[src/sv/bhkv_pkg.sv]
// ----------------------------------------------------------------------------
// bhkv_pkg
// Shared widths, codes and types of the bucketed key/value store.
// ----------------------------------------------------------------------------
package bhkv_pkg;

  localparam int KEY_W    = 64;
  localparam int VAL_W    = 64;
  localparam int KV_W     = KEY_W + VAL_W;
  localparam int REQ_W    = 2;
  localparam int STATUS_W = 2;
  localparam int COUNT_W  = 12;

  localparam int CFG_W     = 9;
  localparam int CFG_MAX   = (1 << CFG_W) - 1;
  localparam int CFG_RESET = 256;

  localparam int DEF_MAX_BUCKETS      = 256;
  localparam int DEF_SLOTS_PER_BUCKET = 8;

  // bit-serial remainder: one key bit per step
  localparam int DIV_STEPS = KEY_W;
  localparam int DIV_CNT_W = $clog2(DIV_STEPS);
  localparam int REM_W     = CFG_W;

  typedef enum logic [REQ_W-1:0] {
    REQ_INSERT = 2'd0,
    REQ_LOOKUP = 2'd1,
    REQ_REMOVE = 2'd2,
    REQ_NOP    = 2'd3
  } req_type_t;

  typedef enum logic [STATUS_W-1:0] {
    ST_ABSENT  = 2'd0,
    ST_PRESENT = 2'd1,
    ST_FULL    = 2'd2
  } status_t;

  typedef enum logic [2:0] {
    S_CLEAR,
    S_IDLE,
    S_DIV,
    S_RDV,
    S_SCAN,
    S_DONE
  } state_t;

endpackage

[src/sv/bhkv_div.sv]
// ----------------------------------------------------------------------------
// bhkv_div
// Bit-serial remainder of a 64-bit key by a 9-bit bucket count.
// ----------------------------------------------------------------------------
module bhkv_div (
  input  logic                         clk,
  input  logic                         rst_n,
  input  logic                         start,
  input  logic [bhkv_pkg::KEY_W-1:0]   dividend,
  input  logic [bhkv_pkg::REM_W-1:0]   divisor,
  output logic                         done,
  output logic [bhkv_pkg::REM_W-1:0]   rem
);

  logic                           busy_r;
  logic                           done_r;
  logic [bhkv_pkg::DIV_CNT_W-1:0] cnt_r;
  logic [bhkv_pkg::KEY_W-1:0]     q_r;
  logic [bhkv_pkg::REM_W-1:0]     d_r;
  logic [bhkv_pkg::REM_W-1:0]     rem_r;
  logic [bhkv_pkg::REM_W-1:0]     rem_nxt;
  logic [bhkv_pkg::REM_W:0]       trial;
  logic [bhkv_pkg::REM_W:0]       diff;

  always_comb begin
    trial   = {rem_r, q_r[bhkv_pkg::KEY_W-1]};
    diff    = trial - {1'b0, d_r};
    rem_nxt = (trial >= {1'b0, d_r}) ? diff[bhkv_pkg::REM_W-1:0]
                                      : trial[bhkv_pkg::REM_W-1:0];
  end

  always_ff @(posedge clk) begin
    if (!rst_n) begin
      busy_r <= 1'b0;
      done_r <= 1'b0;
      cnt_r  <= '0;
    end else begin
      done_r <= 1'b0;
      if (start) begin
        busy_r <= 1'b1;
        cnt_r  <= '0;
      end else if (busy_r) begin
        cnt_r <= cnt_r + 1'b1;
        if (cnt_r == bhkv_pkg::DIV_CNT_W'(bhkv_pkg::DIV_STEPS - 1)) begin
          busy_r <= 1'b0;
          done_r <= 1'b1;
        end
      end
    end
  end

  always_ff @(posedge clk) begin
    if (start) begin
      q_r   <= dividend;
      d_r   <= divisor;
      rem_r <= '0;
    end else if (busy_r) begin
      q_r   <= {q_r[bhkv_pkg::KEY_W-2:0], 1'b0};
      rem_r <= rem_nxt;
    end
  end

  assign done = done_r;
  assign rem  = rem_r;

endmodule

[config.mk]
export PLATFORM = sky130hd
export DESIGN_NAME = bhkv_div
export DESIGN_NICKNAME = d
export VERILOG_FILES = /design/src/sv/bhkv_pkg.sv /design/src/sv/bhkv_div.sv
export SDC_FILE = /design/constraint.sdc
export NUM_CORES = 1
export LEC_CHECK = 0
export ABC_AREA = 0
export BUFFER_PORTS_ARGS = -buffer_cell sky130_fd_sc_hd__clkbuf_2
export CORE_MARGIN = 2
export CORE_UTILIZATION = 32
export DETAILED_ROUTE_END_ITERATION = 16
export GPL_TIMING_DRIVEN = 0
export PLACE_DENSITY = 0.62
export SETUP_SLACK_MARGIN = 0.3
export SLEW_MARGIN = 20
export SYNTH_ARGS = -nofsm -noshare
export SYNTH_HDL_FRONTEND = slang
export SYNTH_SLANG_ARGS = --single-unit
[constraint.sdc]
create_clock -name clk -period 3.55 [get_ports clk]
set_input_delay 0 -clock clk [delete_from_list [all_inputs] [get_ports clk]]
set_output_delay 0 -clock clk [all_outputs]
set_load 0.005 [all_outputs]
==> metrics.txt <==
outcome=finished, final reports clean; Setup crit end kind=register; CP Buf/Inv Count=2; Critical Path Start Type=register; largest net degree at the start of global routing=41; FP Rows=a little over 40; # nets final=between 500 and 600; RSZ-0062 raised after global routing=false; First DRT Iteration DRCs=84; Fillers=1153; initial antenna violation count=0; GPL Wtd Cong=between 0.7 and 0.8; CP Data Arrival Time=2.84 ns; Yosys reg bits=90; Static Leakage=~0.0023 uW; placed cells=~550; Post-Route WL=between 8000 and 9000 um; Worst Tran Pin Value=0.5965 ns; Yosys top cell area share=a little over half; dpl hpwl=5744 um; synth top area cells=edfxtp_1 (53%), mux2_2 (17%), dfxtp_1 (8.2%); complex-gate fraction of the synthesized area=between 6 and 7%; Worst R2R Path Depth=9; R2R Setup Slk=0.96 ns; Crit path max-delay family=compound AO/OA/AOI/OAI gates; fraction of layout cells with a size suffix above 1=between 30% and 40%; post-DR vias/cell=between 4 and 5; Starting Density=about a third; I/O pin cnt=between 80 and 90; Hold Crit Class=input port to register; Peak VDD IR=0.3099 mV; Crit path largest cell delay=0.49 ns; Global Route Usage Sum=between 10% and 20%; Synth area leader=edfxtp_1; Area growth syn-to-layout=41.02%; Power Dens Cells=456.2 nW/um2; TritonCTS clock tree=built; count of final max-slew check failures=0; CP max FO=7; Post-synth top cells=edfxtp_1 (73), mux2_2 (63), nor2_1 (18); CTS Sinks=90; Post-Syn Area=slightly above 4000 um2; Mapped Avg Cell Area=roughly 14 um2; Synth Area in Adders=under 10%; post-layout worst setup margin=about 0.96 ns; crit path time final=2.594 ns; hold path depth=1; Setup TNS Final=0 ns; first-pass iteration count of the detailed router=4; clock skew=~0.0065 ns; I/O Buffers=85; Post-synth ARST share=0%; period utilization=between 70% and 80%; Synth Net Count=approximately 380; Top FF cell, synth=edfxtp_1; Post-synth EDFFs=73; Levels on crit path=9; CP Class=register to register; PostCTS Resize Cnt=0; Max Cap Viol=0; Simple-Gate Fraction of Synth Area=about 6.6%; diode count=0; Clock Tree Buf Depth=2; Residual DRC=0; post-synthesis mux area share=18.80%; Post-Synth XOR/XNOR Area=between 1.5 and 2%; final hold vios=0; Vias=2918; total grt overflow=0; Die H=117.8 um; unique cell type count in the Yosys netlist=44; largest family of logic cells by synthesized area=multiplexers; vias in the first global route=between 3000 and 4000; slowest cell on the critical path=a211oi_1; post-synthesis instance total=around 290; clk_lat worst skew=approximately 0.33 ns; final setup fails=0; core box area=about 13000 um2; hold buffers post-CTS=74; first-pass GRT wire length=roughly 15000 um; H-tree depth=3; WL/cell=~14 um; Die ar.=roughly 14000 um2; worst slew margin relative to its limit=between 60% and 70%; root buf cell=clkbuf_16; fin cells=~640; number of setup buffers added after CTS=0; yosys warns=0; CP cell instances=inv_1, ha_1, inv_1, fa_1, a211oi_1, o21a_1, o211ai_2, mux2i_1, a211oi_1; top achievable clock speed=around 390 MHz; CTS buffer count=9; Seq/Total Area, Yosys=between 60% and 70%; DP Worst Slack=~0.97 ns; Die X=roughly 120 um; clock-pin slew on the worst setup and hold paths=0.07 ns; top-count cell post-synth=edfxtp_1; Routed Antenna Nets=0; critical path required time=~3.8 ns
-- metal layers --
metal	vias to the layer above	wire length, um	global-route usage, %
met4	0	232	6.325
met2	76	4266	21.95
li1	1429	-	-
met5	-	0	0
met1	1396	3849	15.99
met3	17	412	2.907
-- where the power goes --
part | internal (uW) | switching, uW
clock network | 547 | 395
logic | 235 | 193
registers | 1260 | 36.5
total | 2040 | 625
-- state kept, by name, summed over array words and instances (netlist names) --
name    count
done        1
rem         9
q_r        64
cnt_r       6
d_r         9
busy_r      1
-- per-stage QoR --
step | power [uW] | hold WS [ns] | util [%] | area, um2
5_1_grt | 2791 | 0.1667 | 46.32 | 5846
4_1_cts | 2695 | 0.1567 | 46.32 | 5846
2_1_floorplan | 1560 | 0.09887 | - | 4145
3_5_place_dp | 1682 | 0.1791 | 38.10 | 4808
3_3_place_gp | 1668 | 0.1782 | 37.92 | 4786
6_report | 2667 | 0.1586 | 46.32 | 5846
-- layout make-up --
class	instances	area (um2)	area share (%)
tap	172	215.2	3.681
sequential	90	2532	43.32
multi-input combinational	175	1523	26.05
buffer	12	47.55	0.8134
clock inverter	6	67.56	1.156
clock buffer	10	229.0	3.917
timing repair buffer	160	1186	20.29
inverter	12	45.04	0.7705
-- placed cells by master (no fill, tap or decap), types with 3 or more instances in the layout --
master,n
xor2_1,6
a211oi_1,8
dfxtp_1,17
nand2_1,8
nor2_1,18
mux2_2,63
edfxtp_1,73
mux2i_1,7
inv_1,12
ha_1,10
nand2b_1,3
dlygate4sd3_1,74
nand3_1,4
o211ai_1,4
clkbuf_16,9
clkbuf_1,7
clkbuf_2,85
a21oi_1,10
buf_1,4
-- cell families (layout without fill, tap and decap cells) --
logic type                 Yosys count  after routing
muxes                               70             70
AOI/OAI and AO/OA                   35             35
adders and majority gates           11             11
buffers and inverters               24            200
and+or+nand+nor                     51             51
DFF                                 90             90
xor gates and xnor gates             8              8
-- worst paths after layout --
path,startpoint,to
setup / recovery,q_r[63],rem[3]
hold / removal,start,d_r[6]
setup reg to reg,q_r[63],rem[3]
hold reg to reg,cnt_r[5],cnt_r[5]
No activity file was read; power rests on OpenSTA's default activity.
