===== config.mk =====
export PLATFORM = sky130hd
export DESIGN_NAME = bhkv_ram
export DESIGN_NICKNAME = d
export VERILOG_FILES = /design/src/sv/bhkv_ram.sv
export SDC_FILE = /design/constraint.sdc
export NUM_CORES = 1
export LEC_CHECK = 0
export BUFFER_PORTS_ARGS = -buffer_cell sky130_fd_sc_hd__buf_2
export CAP_MARGIN = 20
export CORE_MARGIN = 3
export CORE_UTILIZATION = 54
export CTS_CLUSTER_DIAMETER = 150
export DETAILED_ROUTE_END_ITERATION = 7
export HOLD_SLACK_MARGIN = 0.12
export PLACE_DENSITY = 0.78
export SYNTH_ARGS = -nofsm -noshare
export SYNTH_HDL_FRONTEND = slang
export SYNTH_SLANG_ARGS = --single-unit
export TNS_END_PERCENT = 50

===== constraint.sdc =====
create_clock -name clk -period 1.8 [get_ports clk]
set_input_delay 0.36 -clock clk [delete_from_list [all_inputs] [get_ports clk]]
set_output_delay 0.36 -clock clk [all_outputs]
set_load 0.02 [all_outputs]

===== src/sv/bhkv_ram.sv =====
// ----------------------------------------------------------------------------
// bhkv_ram
// Generic single-write, single-read RAM with registered read data.
// ----------------------------------------------------------------------------
module bhkv_ram #(
  parameter int WIDTH = 8,
  parameter int DEPTH = 16,
  localparam int AW = (DEPTH > 1) ? $clog2(DEPTH) : 1
) (
  input  logic             clk,
  input  logic             we,
  input  logic [AW-1:0]    waddr,
  input  logic [WIDTH-1:0] wdata,
  input  logic             re,
  input  logic [AW-1:0]    raddr,
  output logic [WIDTH-1:0] rdata
);

  logic [WIDTH-1:0] mem [DEPTH];
  logic [WIDTH-1:0] rdata_r;

  always_ff @(posedge clk) begin
    if (we) begin
      mem[waddr] <= wdata;
    end
    if (re) begin
      rdata_r <= mem[raddr];
    end
  end

  assign rdata = rdata_r;

endmodule


==> results of run 1 <==
power groups by stage:
stage	combinational, mW	sequential [mW]	clock [mW]
after floorplan	0.180	3.67	0
after global routing	0.381	3.59	3.50
after CTS	0.355	3.59	3.31
after global placement	0.344	3.65	0
final	0.349	3.59	3.26
after detailed placement	0.352	3.65	0
stage by stage:
step	cells	cell area, µm²	hold slack (ns)
final	428	6230	0.224
after global routing	428	6230	0.202
after CTS	428	6230	0.205
after detailed placement	397	5660	0.743
after global placement	397	5660	0.731
after floorplan	229	5230	0.459
registers in the layout, indices dropped and copies added (netlist names):
signal and count:
mem 128, rdata 8
worst max-delay path, delay by kind of cell (launching register included):
kind / cells / cell delay (ns)
AOI/OAI and AO/OA: 1 / 0.26
DFF: 1 / 0.39
muxes: 1 / 0.53
and+or+nand+nor: 1 / 0.09
placed cells by master, fill, tap and decap left out:
cell	synthesis	final
sky130_fd_sc_hd__nor3_1	4	3
sky130_fd_sc_hd__nor3_2	0	1
sky130_fd_sc_hd__nor2b_1	1	1
sky130_fd_sc_hd__inv_6	0	3
sky130_fd_sc_hd__nand2_1	9	9
sky130_fd_sc_hd__bufinv_16	0	2
sky130_fd_sc_hd__clkinv_4	0	2
sky130_fd_sc_hd__nand3b_1	2	2
sky130_fd_sc_hd__buf_2	3	26
sky130_fd_sc_hd__edfxtp_1	136	136
sky130_fd_sc_hd__nand2b_1	2	2
sky130_fd_sc_hd__clkinv_2	0	2
sky130_fd_sc_hd__or3b_2	1	1
sky130_fd_sc_hd__and2_1	1	1
sky130_fd_sc_hd__a22oi_1	16	16
sky130_fd_sc_hd__clkinvlp_4	0	5
sky130_fd_sc_hd__nand3_1	1	1
sky130_fd_sc_hd__buf_12	0	4
sky130_fd_sc_hd__clkbuf_8	0	1
sky130_fd_sc_hd__nor2_1	13	13
sky130_fd_sc_hd__buf_4	1	19
sky130_fd_sc_hd__mux4_2	18	18
sky130_fd_sc_hd__clkbuf_16	0	16
sky130_fd_sc_hd__mux4_1	14	14
sky130_fd_sc_hd__and2b_1	1	1
logic make-up after synthesis:
logic type             count (synthesis)
AOI/OAI and AO/OA                     16
buffers and inverters                 10
DFF                                  136
muxes                                 32
and+or+nand+nor                       35
final timing paths:
| path | endpoint | slack (ns) |
|---|---|---|
| max | rdata[1] | 0.28 |
| min | mem[3][6] | 0.22 |
| max reg2reg | rdata[1] | 0.28 |
| min reg2reg | rdata[7] | 0.76 |
cell type report:
type                            instances  area [µm²]  area share, %
Clock buffer                           17         414           6.65
Timing Repair Buffer                   49         353           5.67
Clock inverter                         14         151           2.43
Multi-Input combinational cell         83        1060           17.1
Sequential cell                       136        4080           65.6
Tap cell                              129         161           2.59
metal layers:
| layer | wire [µm] | global-route usage [%] |
|---|---|---|
| met1 | 3970 | 28.7 |
| met2 | 4780 | 29.3 |
| met3 | 714 | 6.39 |
| met4 | 107 | 5.13 |
| met5 | 0 | 0 |
==> insert_results.sql, run 1 <==
INSERT INTO impl_metrics (metric_group, metric, value, unit) VALUES
('power', 'swShare', '21.0', '%'),
('synth', 'async_reset_ff_share', '0', '%'),
('timing', 'unrepaired_setup_endpoints_after_global_routing', 'false', ''),
('setup_path', 'r2r.worst_path.cells', '3', ''),
('setup_path', 'worst_path_max_delay_cell', 'sky130_fd_sc_hd__mux4_1', ''),
('floorplanning', 'die_width', '104', 'µm'),
('placed_design', 'hpwl', '5860', 'µm'),
('setup_path', 'timing.critical_path.from_type', 'register', ''),
('power', 'vdd.ir_drop.worst', '0.686', 'mV'),
('setup_path', 'regToRegStartpoint', 'mem[6][1]', ''),
('power', 'cell_internal_pwr', '5.69', 'mW'),
('clocking', 'worst_skew_pair.late_latency', '0.51', 'ns'),
('synth', 'synthMostInstantiatedCell', 'sky130_fd_sc_hd__edfxtp_1', ''),
('grt', 'grt_pass1_wl', '15400', 'µm'),
('final_layout', 'layout-drive-gt1-share', '33.4', '%'),
('synth', 'synth.yosys.seq_area_share', '78.1', '%'),
('floorplanning', 'dieArea', '10900', 'µm²'),
('power', 'power.leakage', '2.11', 'nW'),
('timing', 'final_slew_viol_count', '0', ''),
('clocking', 'ctsHtreeMaxLevel', '4', ''),
('floorplanning', 'std_cell_rows', '35', ''),
('synth', 'ys_ff_latch', '136', ''),
('power', 'power_frac_clock', '45.3', '%'),
('power', 'p_comb_share', '4.8', '%'),
('synth', 'synth_compound_gate_area_share', '2.30', '%'),
('clocking', 'clock_sinks', '136', ''),
('timing', 'finalCritPeriodShare', '84.4', '%'),
('detailed_routing', 'drt-wirelength-per-cell', '22.4', 'µm'),
('setup_path', 'cp-end-kind', 'register', ''),
('setup_path', 'critPathRequiredTime', '2.06', 'ns'),
('timing', 'clock.fmax', '658', 'MHz'),
('synth', 'synth_fa_ha_area_share', '0', '%'),
('timing', 'final_hold_viols', '0', ''),
('clocking', 'postCtsResizedCells', '0', ''),
('synth', 'cell_accounting_for_the_most_synthesized_area', 'sky130_fd_sc_hd__edfxtp_1', ''),
('timing', 'period_needed', '1.52', 'ns'),
('placed_design', 'placement.io_buffers', '26', ''),
('synth', 'synth_simple_gate_area_share', '3.14', '%'),
('grt', 'first_global_vias', '2531', ''),
('grt', 'grt_max_degree', '18', ''),
('detailed_routing', 'drt_iter0_drc', '143', ''),
('detailed_routing', 'vias_per_cell', '5.73', ''),
('detailed_routing', 'route.vias.total', '2452', ''),
('final_layout', 'diodes', '0', ''),
('outcome', 'run_status', 'finished clean', ''),
('final_layout', 'fillerInstances', '560', ''),
('timing', 'skew', '0.00626', 'ns'),
('clocking', 'tritoncts.num_buffers', '17', ''),
('power', 'power_frac_seq', '49.8', '%'),
('synth', 'synth.mux.area_fraction', '14.8', '%'),
('final_layout', 'final_core_util', '66.7', '%'),
('final_layout', 'net_count_of_the_finished_layout', '306', ''),
('synth', 'synthDominantCellAreaShare', '78.1', '%'),
('synth', 'postSynth.topFlopCell', 'sky130_fd_sc_hd__edfxtp_1', ''),
('timing', 'timing.max_slew.rel_slack', '74.3', '%'),
('floorplanning', 'core_region_area', '9330', 'µm²'),
('clocking', 'ctsHoldBuffers', '0', ''),
('timing', 'final-setup-viol-count', '0', ''),
('power', 'power', '7.20', 'mW'),
('synth', 'top_cells_by_area_in_the_synthesized_netlist', 'sky130_fd_sc_hd__edfxtp_1 (78%), sky130_fd_sc_hd__mux4_2 (7.8%), sky130_fd_sc_hd__mux4_1 (7.0%), sky130_fd_sc_hd__a22oi_1 (2.3%), sky130_fd_sc_hd__nor2_1 (0.93%)', ''),
('synth', 'syn-mean-instance-area', '22.8', 'µm²'),
('clocking', 'cts_post_setup_buffers_inserted', '0', ''),
('grt', 'grt.overflow.total', '0', ''),
('synth', 'post_synth_inst_count', '229', ''),
('synth', 'postSynthNetCount', '248', ''),
('synth', 'syn_area', '5230', 'µm²'),
('synth', 'synth_top_family_by_area', 'multiplexers', ''),
('floorplanning', 'floorplan.initialDensity', '56.0', '%'),
('floorplanning', 'die_height', '104', 'µm'),
('setup_path', 'critical_path_maximum_fanout', '1', ''),
('timing', 'worst_slack', '0.280', 'ns');
(Power assumes the default switching activity.)
==> run 2: changes to the inputs <==
- CORE_UTILIZATION: 54 -> 60
- PLACE_DENSITY: 0.78 -> 0.82
- clock period: 1.8 -> 1.57 ns (I/O delays scaled with it)
==> run 2 against run 1 <==
Count of clock-buffer cells in the layout increased by 1. Largest power group is now the clock network. Flip-flop and latch count unchanged. Clock skew is 0.00069 ns higher. Register-to-register slack got worse by 0.22 ns. Routed wire length is 7.1% higher. Highest routed layer unchanged. Worst hold slack worse by 0.037 ns. Worst setup slack lost 0.22 ns.
==> insert_results.sql, run 2 (same netlist as run 1, synthesis figures left out) <==
INSERT INTO impl_metrics (metric_group, metric, value, unit) VALUES
('outcome', 'run_status', 'finished clean', ''),
('clocking', 'clock_sinks', '136', ''),
('detailed_routing', 'route.vias.total', '2552', ''),
('setup_path', 'critical_path.max_stage_delay', '0.52', 'ns'),
('worst_hold_path', 'hold-path-cell-count', '1', ''),
('timing', 'hold_slack', '0.187', 'ns'),
('placed_design', 'finalWeightedCongestion', '0.741', ''),
('timing', 'period_needed', '1.51', 'ns'),
('power', 'vdd.ir_drop.worst', '0.814', 'mV'),
('setup_path', 'critical_path_maximum_fanout', '1', ''),
('grt', 'grtUsageTotal', '22.6', '%'),
('setup_path', 'endpoint_of_the_most_critical_register_to_register_path', 'rdata[5]', ''),
('setup_path', 'criticalPathCategory', 'reg -> reg', ''),
('setup_path', 'worstPathCellList', 'mux4_1 -> a22oi_1 -> nand2_2', ''),
('clocking', 'tritoncts.num_buffers', '17', ''),
('worst_hold_path', 'min_path_type', 'in -> reg', ''),
('power', 'power.density', '1430', 'nW/µm²'),
('detailed_routing', 'vias_per_cell', '6.29', ''),
('setup_path', 'worstSetupPathDepth', '3', ''),
('detailed_routing', 'total_wirelength', '10200', 'µm'),
('clocking', 'ctsHtreeMaxLevel', '4', ''),
('final_layout', 'syn2layout_area_growth', '20.5', '%'),
('final_layout', 'layout.cells.most_common', 'sky130_fd_sc_hd__edfxtp_1', ''),
('floorplanning', 'die_width', '99.3', 'µm'),
('clocking', 'root_buffer', 'sky130_fd_sc_hd__clkbuf_8', ''),
('final_layout', 'diodes', '0', ''),
('final_layout', 'fillerInstances', '462', ''),
('power', 'power.leakage', '2.17', 'nW'),
('worst_hold_path', 'min_delay_worst_endpoint', 'rdata[4]', ''),
('grt', 'grt.overflow.total', '0', ''),
('setup_path', 'critPathRequiredTime', '1.81', 'ns'),
('run', 'cap_violations', '0', ''),
('placed_design', 'hpwl', '6140', 'µm'),
('timing', 'final-setup-viol-count', '0', ''),
('timing', 'final_slew_viol_count', '0', ''),
('timing', 'skew', '0.00695', 'ns'),
('grt', 'grt_pass1_wl', '15600', 'µm'),
('detailed_routing', 'drt_iter0_drc', '241', ''),
('setup_path', 'rrSetupSlack', '0.06', 'ns'),
('detailed_routing', 'drt-wirelength-per-cell', '25.2', 'µm'),
('floorplanning', 'num_io_pins', '27', ''),
('floorplanning', 'core_region_area', '8340', 'µm²'),
('final_layout', 'net_count_of_the_finished_layout', '307', ''),
('detailed_routing', 'antenna_violating_nets_post_route', '0', ''),
('timing', 'worst_slack', '0.0588', 'ns'),
('floorplanning', 'floorplan.initialDensity', '62.7', '%'),
('placed_design', 'dp_slack', '-0.385', 'ns'),
('clocking', 'worst_setup_hold_path_clk_slew', '0.06', 'ns'),
('final_layout', 'reg_with_most_ffs', 'mem', ''),
('setup_path', 'cpLargestDelayFamily', 'multiplexers', ''),
('detailed_routing', 'remaining_drcs', '0', ''),
('final_layout', 'layout.cells.most_common_list', 'sky130_fd_sc_hd__edfxtp_1 (136), sky130_fd_sc_hd__buf_2 (26), sky130_fd_sc_hd__buf_4 (21), sky130_fd_sc_hd__mux4_2 (19), sky130_fd_sc_hd__clkbuf_16 (16)', ''),
('setup_path', 'regToRegStartpoint', 'mem[9][5]', ''),
('final_layout', 'largest_register_ff_count', '128', ''),
('clocking', 'cts.path.max_buffers', '2', ''),
('floorplanning', 'std_cell_rows', '33', ''),
('final_layout', 'final_instance_area', '6300', 'µm²'),
('floorplanning', 'die_height', '99.3', 'µm'),
('clocking', 'worst_skew_pair.late_latency', '0.51', 'ns'),
('setup_path', 'timing.critical_path.from_type', 'register', ''),
('detailed_routing', 'drtPass1Iterations', '4', ''),
('timing', 'timing.max_slew.rel_slack', '51.8', '%'),
('setup_path', 'r2r.worst_path.cells', '3', ''),
('clocking', 'cts_tree', 'done', ''),
('worst_hold_path', 'hold_start', 're', ''),
('placed_design', 'placement.io_buffers', '26', ''),
('timing', 'clock.fmax', '662', 'MHz'),
('timing', 'timing.setup.tns', '0', 'ns'),
('timing', 'timing_worst_slew_pin_value', '0.722', 'ns'),
('setup_path', 'worst_path_max_delay_cell', 'sky130_fd_sc_hd__mux4_1', ''),
('grt', 'antenna_found_initial', '0', ''),
('setup_path', 'crit_buf_inv', '0', ''),
('grt', 'first_global_vias', '2636', ''),
('timing', 'finalCritPeriodShare', '96.3', '%'),
('setup_path', 'cp-end-kind', 'register', ''),
('placed_design', 'detailed_place.area', '5630', 'µm²'),
('timing', 'unrepaired_setup_endpoints_after_global_routing', 'false', ''),
('floorplanning', 'dieArea', '9870', 'µm²'),
('setup_path', 'worstPathArrival', '1.75', 'ns'),
('timing', 'final_hold_viols', '0', ''),
('final_layout', 'layout-drive-gt1-share', '33.6', '%'),
('grt', 'grt_max_degree', '21', '');
run 2: how the worst max path moves through the flow:
stage | startpoint | to | slack [ns]
after floorplan | raddr[0] | rdata[1] | -0.03
after global placement | raddr[0] | rdata[0] | -0.27
after detailed placement | raddr[0] | rdata[5] | -0.38
after CTS | mem[1][5] | rdata[5] | 0.03
after global routing | mem[10][5] | rdata[5] | 0.02
final | mem[9][5] | rdata[5] | 0.06
run 2: cell type report:
cell class / count / area (µm²) / share of cell area [%]
sequential: 136 / 4080 / 64.8
tap: 105 / 131 / 2.09
clock buffer: 18 / 418 / 6.63
timing repair buffer: 50 / 348 / 5.52
multi-input combinational: 83 / 1070 / 16.9
clock inverter: 14 / 251 / 3.99
run 2: per-stage QoR:
stage	utilization [%]	power, mW	cells
finish	75.5	8.99	406
global route	75.5	9.24	406
CTS	75.6	9.05	406
detailed placement	67.4	4.59	374
global placement	67.4	4.57	374
floorplan	-	4.41	229
run 2: repair_timing:
action | 4_1_cts | 5_1_grt
hold endpoints to repair | 0 | 0
hold buffers | 0 | 0
setup endpoints to repair | 1 | 1
setup buffers | 0 | 0
pin swaps | 1 | 1
gates resized for setup | 2 | 1
run 2: where the power goes:
part / internal (mW) / switching [mW]
combinational: 0.173 / 0.235
clock: 3.05 / 1.42
sequential: 4.09 / 0.0247
total: 7.31 / 1.68
run 2: layer usage:
metal / up-vias / global-route usage [%] / routed length (µm)
met2: 124 / 33.2 / 4940
met4: 0 / 8.93 / 241
met1: 1312 / 33.1 / 4190
met5: - / 0 / 0
met3: 18 / 6.03 / 873
li1: 1098 / - / -
